===== src/llrs_pkg.sv =====
package llrs_pkg;

   localparam int ROW_BITS      = 64;
   localparam int MAX_ROW_CELLS = 64;
   localparam int RULE_BITS     = 3;
   localparam int WIDTH_BITS    = 7;
   localparam int CSR_IDX_BITS  = 2;
   localparam int CSR_DATA_BITS = 7;
   localparam int COUNT_BITS    = 4;
   localparam int RULE_MASK_BITS = 9;

   localparam logic [CSR_IDX_BITS-1:0] CSR_RULE_SELECT = 2'd0;
   localparam logic [CSR_IDX_BITS-1:0] CSR_ROW_WIDTH   = 2'd1;

   localparam logic [RULE_BITS-1:0] RULE_LIFE       = 3'd0;
   localparam logic [RULE_BITS-1:0] RULE_HIGHLIFE   = 3'd1;
   localparam logic [RULE_BITS-1:0] RULE_PEDESTRIAN = 3'd2;
   localparam logic [RULE_BITS-1:0] RULE_GEOLOGY    = 3'd3;
   localparam logic [RULE_BITS-1:0] RULE_DIAMOEBA   = 3'd4;

   localparam logic [WIDTH_BITS-1:0] WIDTH_LIMIT = WIDTH_BITS'(MAX_ROW_CELLS);

   // one unit of work for the back end: a row window plus what to emit from it
   typedef struct packed {
      logic [ROW_BITS-1:0] above;
      logic [ROW_BITS-1:0] center;
      logic [ROW_BITS-1:0] row;
      logic                has_first;
      logic                last;
   } job_type;

   typedef struct packed {
      logic [RULE_MASK_BITS-1:0] birth;
      logic [RULE_MASK_BITS-1:0] survive;
   } rule_type;

   function automatic rule_type rule_lookup(input logic [RULE_BITS-1:0] sel);
      rule_type r;
      case (sel)
         RULE_LIFE:       r = '{birth: 9'h008, survive: 9'h00C};
         RULE_HIGHLIFE:   r = '{birth: 9'h048, survive: 9'h00C};
         RULE_PEDESTRIAN: r = '{birth: 9'h108, survive: 9'h00C};
         RULE_GEOLOGY:    r = '{birth: 9'h1A8, survive: 9'h1D4};
         RULE_DIAMOEBA:   r = '{birth: 9'h1E8, survive: 9'h1E0};
         default:         r = '{birth: 9'h000, survive: 9'h000};
      endcase
      return r;
   endfunction

   function automatic logic [ROW_BITS-1:0] active_mask(input logic [WIDTH_BITS-1:0] width);
      logic [WIDTH_BITS-1:0] w;
      logic [ROW_BITS-1:0]   m;
      w = (width > WIDTH_LIMIT) ? WIDTH_LIMIT : width;
      for (int i = 0; i < ROW_BITS; i++) begin
         m[i] = (WIDTH_BITS'(i) < w) && (i < MAX_ROW_CELLS);
      end
      return m;
   endfunction

   // one generation of the middle row, all cells side by side
   function automatic logic [ROW_BITS-1:0] next_row(
      input logic [ROW_BITS-1:0]   up,
      input logic [ROW_BITS-1:0]   mid,
      input logic [ROW_BITS-1:0]   down,
      input logic [RULE_BITS-1:0]  sel,
      input logic [WIDTH_BITS-1:0] width
   );
      logic [ROW_BITS-1:0]   m;
      logic [ROW_BITS+1:0]   pu;
      logic [ROW_BITS+1:0]   pm;
      logic [ROW_BITS+1:0]   pd;
      logic [COUNT_BITS-1:0] n;
      logic [ROW_BITS-1:0]   res;
      rule_type              r;
      m  = active_mask(width);
      r  = rule_lookup(sel);
      pu = {1'b0, up & m, 1'b0};
      pm = {1'b0, mid & m, 1'b0};
      pd = {1'b0, down & m, 1'b0};
      for (int i = 0; i < ROW_BITS; i++) begin
         n = COUNT_BITS'(pu[i]) + COUNT_BITS'(pu[i+1]) + COUNT_BITS'(pu[i+2])
           + COUNT_BITS'(pm[i]) + COUNT_BITS'(pm[i+2])
           + COUNT_BITS'(pd[i]) + COUNT_BITS'(pd[i+1]) + COUNT_BITS'(pd[i+2]);
         res[i] = pm[i+1] ? r.survive[n] : r.birth[n];
      end
      return res & m;
   endfunction

endpackage


===== src/llrs_front.sv =====
module llrs_front import llrs_pkg::*; (
   input  logic                  clock,
   input  logic                  reset,
   input  logic                  req_valid,
   input  logic [ROW_BITS-1:0]   req_row_cells,
   input  logic                  req_final_row,
   input  logic                  queue_full,
   input  logic [WIDTH_BITS-1:0] width,
   output logic                  req_stall,
   output logic                  push,
   output job_type               job
);

   logic [ROW_BITS-1:0] above_ff, above_in;
   logic [ROW_BITS-1:0] center_ff, center_in;
   logic                center_valid_ff, center_valid_in;
   logic [ROW_BITS-1:0] row;
   logic                accept;

   assign req_stall = queue_full;
   assign accept    = req_valid && !queue_full;
   assign row       = req_row_cells & active_mask(width);

   // a first row that is not also the last gives nothing to compute yet
   assign push = accept && (center_valid_ff || req_final_row);

   always_comb begin
      job.above     = center_valid_ff ? above_ff  : '0;
      job.center    = center_valid_ff ? center_ff : '0;
      job.row       = row;
      job.has_first = center_valid_ff;
      job.last      = req_final_row;
   end

   always_comb begin
      above_in        = above_ff;
      center_in       = center_ff;
      center_valid_in = center_valid_ff;
      if (accept) begin
         above_in        = center_valid_ff ? center_ff : '0;
         center_in       = row;
         center_valid_in = 1'b1;
         if (req_final_row) begin
            above_in        = '0;
            center_in       = '0;
            center_valid_in = 1'b0;
         end
      end
   end

   always_ff @(posedge clock) begin
      if (reset) begin
         above_ff        <= '0;
         center_ff       <= '0;
         center_valid_ff <= 1'b0;
      end else begin
         above_ff        <= above_in;
         center_ff       <= center_in;
         center_valid_ff <= center_valid_in;
      end
   end

endmodule


===== src/llrs_queue.sv =====
module llrs_queue import llrs_pkg::*; (
   input  logic    clock,
   input  logic    reset,
   input  logic    push,
   input  job_type push_job,
   input  logic    pop,
   output logic    full,
   output logic    not_empty,
   output job_type head
);

   job_type    slot_ff [2];
   logic       wr_ptr_ff, wr_ptr_in;
   logic       rd_ptr_ff, rd_ptr_in;
   logic [1:0] count_ff, count_in;

   assign full      = (count_ff == 2'd2);
   assign not_empty = (count_ff != 2'd0);
   assign head      = slot_ff[rd_ptr_ff];

   always_comb begin
      wr_ptr_in = push ? ~wr_ptr_ff : wr_ptr_ff;
      rd_ptr_in = pop  ? ~rd_ptr_ff : rd_ptr_ff;
      count_in  = count_ff + 2'(push) - 2'(pop);
   end

   always_ff @(posedge clock) begin
      if (push) begin
         slot_ff[wr_ptr_ff] <= push_job;
      end
   end

   always_ff @(posedge clock) begin
      if (reset) begin
         wr_ptr_ff <= 1'b0;
         rd_ptr_ff <= 1'b0;
         count_ff  <= 2'd0;
      end else begin
         wr_ptr_ff <= wr_ptr_in;
         rd_ptr_ff <= rd_ptr_in;
         count_ff  <= count_in;
      end
   end

endmodule


===== src/llrs_back.sv =====
module llrs_back import llrs_pkg::*; (
   input  logic                  clock,
   input  logic                  reset,
   input  logic                  job_valid,
   input  job_type               job,
   input  logic [RULE_BITS-1:0]  rule_select,
   input  logic [WIDTH_BITS-1:0] width,
   input  logic                  rsp_stall,
   output logic                  pop,
   output logic                  rsp_valid,
   output logic [ROW_BITS-1:0]   rsp_next_cells,
   output logic                  rsp_frame_end
);

   logic                phase_ff, phase_in;
   logic                valid_ff, valid_in;
   logic [ROW_BITS-1:0] cells_ff, cells_in;
   logic                end_ff, end_in;
   logic                fire;
   logic                bottom;
   logic [ROW_BITS-1:0] up, mid, down;

   assign fire   = job_valid && (!valid_ff || !rsp_stall);
   // bottom row of the frame: either the second pass or a lone final row
   assign bottom = phase_ff || !job.has_first;
   assign pop    = fire && (bottom || !job.last);

   always_comb begin
      if (bottom) begin
         up   = job.center;
         mid  = job.row;
         down = '0;
      end else begin
         up   = job.above;
         mid  = job.center;
         down = job.row;
      end
   end

   always_comb begin
      phase_in = phase_ff;
      valid_in = valid_ff && rsp_stall;
      cells_in = cells_ff;
      end_in   = end_ff;
      if (fire) begin
         phase_in = !bottom && job.last;
         valid_in = 1'b1;
         cells_in = next_row(up, mid, down, rule_select, width);
         end_in   = bottom;
      end
   end

   always_ff @(posedge clock) begin
      cells_ff <= cells_in;
      end_ff   <= end_in;
   end

   always_ff @(posedge clock) begin
      if (reset) begin
         phase_ff <= 1'b0;
         valid_ff <= 1'b0;
      end else begin
         phase_ff <= phase_in;
         valid_ff <= valid_in;
      end
   end

   assign rsp_valid      = valid_ff;
   assign rsp_next_cells = cells_ff;
   assign rsp_frame_end  = end_ff;

endmodule


===== src/life_like_automaton_row_step.sv =====
// One generation of a two-state, life-like cellular automaton on a grid with
// a dead border, streamed one row per item. Send the grid top to bottom on
// req_, bit i of req_row_cells is cell i, and flag the bottom row with
// req_final_row. The first row of a frame gives no result; each later row
// gives the new generation of the row above it, and the bottom row gives one
// more, the new bottom row, marked by rsp_frame_end. A lone one-row grid
// gives a single result with rsp_frame_end set. Rate: one item per cycle in
// steady state while rsp_stall is low; the rule array evaluates all 64 cells
// side by side, and a bottom row that follows other rows occupies that unit
// twice, once per result. An accepted item passes through the two-entry job
// queue and the output register on its way to a result. Write csr_ index
// 0 (rule_select: 0 Life, 1 HighLife, 2 Pedestrian Life, 3 Geology,
// 4 Diamoeba, others give dead rows) and index 1 (row_width, saturates at 64)
// only while the block is idle; other indexes are dropped.
module life_like_automaton_row_step import llrs_pkg::*; (
   input  logic                     clock,
   input  logic                     reset,
   input  logic                     req_valid,
   output logic                     req_stall,
   input  logic [ROW_BITS-1:0]      req_row_cells,
   input  logic                     req_final_row,
   output logic                     rsp_valid,
   input  logic                     rsp_stall,
   output logic [ROW_BITS-1:0]      rsp_next_cells,
   output logic                     rsp_frame_end,
   input  logic                     csr_write,
   input  logic [CSR_IDX_BITS-1:0]  csr_index,
   input  logic [CSR_DATA_BITS-1:0] csr_wdata
);

   logic [RULE_BITS-1:0]  rule_ff, rule_in;
   logic [WIDTH_BITS-1:0] width_ff, width_in;

   logic    push;
   logic    pop;
   logic    queue_full;
   logic    queue_valid;
   job_type front_job;
   job_type head_job;

   // latch configuration writes; unknown indexes are dropped
   always_comb begin
      rule_in  = rule_ff;
      width_in = width_ff;
      if (csr_write) begin
         case (csr_index)
            CSR_RULE_SELECT: rule_in  = csr_wdata[RULE_BITS-1:0];
            CSR_ROW_WIDTH:   width_in = csr_wdata[WIDTH_BITS-1:0];
            default: ;
         endcase
      end
   end

   always_ff @(posedge clock) begin
      if (reset) begin
         rule_ff  <= RULE_LIFE;
         width_ff <= WIDTH_LIMIT;
      end else begin
         rule_ff  <= rule_in;
         width_ff <= width_in;
      end
   end

   // front: hold the row window and turn rows into jobs
   llrs_front u_front (
      .clock         (clock),
      .reset         (reset),
      .req_valid     (req_valid),
      .req_row_cells (req_row_cells),
      .req_final_row (req_final_row),
      .queue_full    (queue_full),
      .width         (width_ff),
      .req_stall     (req_stall),
      .push          (push),
      .job           (front_job)
   );

   // short queue: lets the front keep taking rows while a result waits
   llrs_queue u_queue (
      .clock     (clock),
      .reset     (reset),
      .push      (push),
      .push_job  (front_job),
      .pop       (pop),
      .full      (queue_full),
      .not_empty (queue_valid),
      .head      (head_job)
   );

   // back: apply the rule to all cells and register each result row
   llrs_back u_back (
      .clock          (clock),
      .reset          (reset),
      .job_valid      (queue_valid),
      .job            (head_job),
      .rule_select    (rule_ff),
      .width          (width_ff),
      .rsp_stall      (rsp_stall),
      .pop            (pop),
      .rsp_valid      (rsp_valid),
      .rsp_next_cells (rsp_next_cells),
      .rsp_frame_end  (rsp_frame_end)
   );

endmodule

===== config.mk =====
export PLATFORM = sky130hd
export DESIGN_NAME = life_like_automaton_row_step
export DESIGN_NICKNAME = d
export VERILOG_FILES = /design/src/llrs_pkg.sv /design/src/llrs_front.sv /design/src/llrs_queue.sv /design/src/llrs_back.sv /design/src/life_like_automaton_row_step.sv
export SDC_FILE = /design/constraint.sdc
export NUM_CORES = 2
export LEC_CHECK = 0
export BUFFER_PORTS_ARGS = -buffer_cell sky130_fd_sc_hd__buf_2
export CELL_PAD_IN_SITES_DETAIL_PLACEMENT = 0
export CELL_PAD_IN_SITES_GLOBAL_PLACEMENT = 1
export CORE_ASPECT_RATIO = 1.4
export CORE_MARGIN = 2
export CORE_UTILIZATION = 40
export CTS_BUF_LIST = sky130_fd_sc_hd__clkbuf_16
export DETAILED_ROUTE_END_ITERATION = 8
export GPL_TIMING_DRIVEN = 0
export PLACE_DENSITY_LB_ADDON = 0.1
export SLEW_MARGIN = 20
export SYNTH_ARGS = -nofsm -noshare
export SYNTH_HDL_FRONTEND = slang
export SYNTH_SLANG_ARGS = --single-unit

===== constraint.sdc =====
create_clock -name clock -period 22.9 [get_ports clock]
set_clock_uncertainty 0.05 [all_clocks]
set_input_delay 4.58 -clock clock [delete_from_list [all_inputs] [get_ports clock]]
set_output_delay 4.58 -clock clock [all_outputs]
set_load 0.02 [all_outputs]

==> reports/metrics.csv <==
metric;value;unit
cp_num_cells;22;
row_count;144;
clk_latency;670;ps
cp_num_buf_inv;9;
cts_max_path_buffers;3;
num-fill-cells;10646;
synthCells;4423;
final_cell_mix;nor2_1 (512), edfxtp_1 (453), inv_1 (336);
min_period_over_period;32.3;%
drive_above_1_share;12.5;%
fin_crit;7390;ps
clock_sinks;599;
async_flop_share;0;%
netlist_area;44400;µm²
portBuffers;144;
rsz0062_at_grt;false;
antenna_found_initial;8;
htree_num_levels;3;
synth_nets;4886;
reg2reg_slack;15510;ps
worst_pin_slew;1320;ps
multi_input_area;25600;µm²
rr_worst_depth;22;
crit_slowest_cell;clkbuf_1;
start_util;40.3;%
avgSynthCellArea;10.0;µm²
cp_top_family;buffers and inverters;
yosysWarnings;0;
vias;37288;
report.final.slew_viol_count;0;
synth-edff-count;453;
worstPathCellList;buf_6 > mux2i_1 > nor2_2 > inv_2 > buf_4 > buf_4 > clkbuf_1 > a211o_1 > inv_1 > fa_1 > inv_1 > fa_1 > fa_1 > inv_1 > ha_1 > inv_1 > fa_1 > xor2_1 > a21oi_1 > o32ai_1 > mux2i_1 > o31ai_1;
cts_resized;0;
clkTransAtPathRegs;60;ps
ys_seq_area_share;37.2;%
cp_max_fo;10;
start_kind;register;
cap_viol_max_count;0;
setup_viol;0;
seq_area;16500;µm²
grt_max_degree;26;
grt_pass1_wl;271000;µm
setup_tns;0;ps
gp_congestion;1.03;
die_x;286;µm
viasPerCell;6.04;
wirelength;198000;µm
cts_tree;built;
drtIter0Drc;4603;
die_h;398;µm
numCtsBuffers;66;
r2r_end;u_back.rsp_next_cells[61]$_DFFE_PP_;
ant_nets;0;
area_delta_synth_final;11.9;%
final_common_cell;nor2_1;
crit_end;u_back.rsp_next_cells[61]$_DFFE_PP_;
postCtsSetupRepairBufs;0;
dpl.hpwl;155000;µm
hold_path_class;register to register;
remaining_drc_errors;0;
core_area;110000;µm²
maxSlewHeadroom;12.0;%
die-area;114000;µm²
hold_buffers;0;
wl_per_cell;32.1;µm
track_usage;34.3;%
ys.flop_type;edfxtp_1;
critPathCaptureType;register;
grt_pass1_vias;35368;
cp.arrival;7690;ps
required;23200;ps
nNetsFinal;5123;
ys_ff_latch;599;
clockRootBuffer;clkbuf_16;
grt-ovfl-total;0;
hold_viol;0;
drtPass1Iterations;6;
ioPinCount;146;
outcome;finished clean;
worst_path_largest_cell_delay;710;ps
netlist-cell-type-count;85;
postLayoutCoreUtil;45.1;%
setup.worst_path.class;register to register;
fmax;135;MHz
==> layer usage <==
layer / vias to the layer above / share of wire, % / track usage (%)
met2: 1990 / 45 / 54.1
met5: - / 0 / 0
met3: 480 / 8.5 / 5.08
li1: 16332 / - / -
met4: 0 / 6.5 / 19.3
met1: 18486 / 40 / 45.3
==> how the worst min path moves through the flow <==
stage / from / to / depth (start not counted)
6_report: u_front.center_ff[44]$_SDFFE_PP0P_ / u_front.center_ff[44]$_SDFFE_PP0P_ / 2
5_1_grt: u_front.center_ff[54]$_SDFFE_PP0P_ / u_front.center_ff[54]$_SDFFE_PP0P_ / 2
4_1_cts: u_front.center_ff[54]$_SDFFE_PP0P_ / u_front.center_ff[54]$_SDFFE_PP0P_ / 2
3_5_place_dp: u_front.center_ff[54]$_SDFFE_PP0P_ / u_front.center_ff[54]$_SDFFE_PP0P_ / 2
3_3_place_gp: u_front.center_ff[44]$_SDFFE_PP0P_ / u_front.center_ff[44]$_SDFFE_PP0P_ / 2
2_1_floorplan: u_front.center_ff[36]$_SDFFE_PP0P_ / u_front.center_ff[36]$_SDFFE_PP0P_ / 2
==> final cells by class <==
class / count / area share, %
Buffer: 233 / 2.28
Antenna cell: 5 / 0.0252
Inverter: 323 / 2.44
Clock inverter: 55 / 1.05
Clock buffer: 66 / 3.32
Tap cell: 1460 / 3.68
Timing Repair Buffer: 169 / 2.43
Sequential cell: 599 / 33.3
Multi-Input combinational cell: 3268 / 51.5
==> kinds of logic after synthesis <==
logic type / share of synthesized area, %
simple gates: 15.9
compound gates: 13.7
flops: 37.2
buf+inv: 5.22
fa+ha+maj: 14.3
mux: 10.1
xor+xnor: 3.53
==> metrics by stage <==
stage | setup WS (ps) | cell area, µm² | hold WS [ps] | cells
floorplan | 9300 | 44400 | 390 | 4423
global placement | 3780 | 47000 | 412 | 6027
detailed placement | 15700 | 47500 | 418 | 6051
CTS | 15670 | 49700 | 428 | 6172
global route | 15360 | 49700 | 448 | 6173
finish | 15510 | 49700 | 422 | 6178
==> flip-flops by register name (all words and copies together) (netlist names), 2 cells and up, named ones only <==
register and cells:
u_queue.slot_ff 388, u_front.above_ff 64, width_ff 7, u_front.center_ff 64, u_queue.count_ff 2, u_back.rsp_next_cells 64
rule_ff 3
==> tightest hold or removal path: stages (launching register included) <==
cell	delay, ps
dfxtp_1	320
nand2_1	60
a21oi_1	50
==> Yosys cell counts (all sizes together), types with 17 or more instances <==
library cell	instances	area share, %
nor2	517	4.4
edfxtp	453	31
inv	320	2.7
nand2	271	2.4
o21ai	224	2.5
mux2i	213	4.8
a22oi	205	3.5
fa	203	9.2
and2	191	2.7
ha	181	5.1
a21oi	158	1.8
dfxtp	146	6.6
nor2b	126	1.8
clkbuf	117	0.99
buf	116	1.5
xnor2	115	2.3
nand3	90	1.1
mux4	74	3.8
xor2	64	1.3
mux2	61	1.5
or2	54	0.76
nand2b	44	0.62
o22ai	43	0.61
a21o	36	0.61
a22o	35	0.69
and3	30	0.42
a211oi	29	0.51
nor3	27	0.30
a221oi	26	0.51
or3	24	0.34
o31ai	23	0.39
or4	20	0.34
a31oi	18	0.25
o211ai	18	0.32
nor4	17	0.24
o41ai	17	0.34
Power is not shown: default switching activity piles up to over one toggle a cycle in this logic, so the estimate is an artifact.
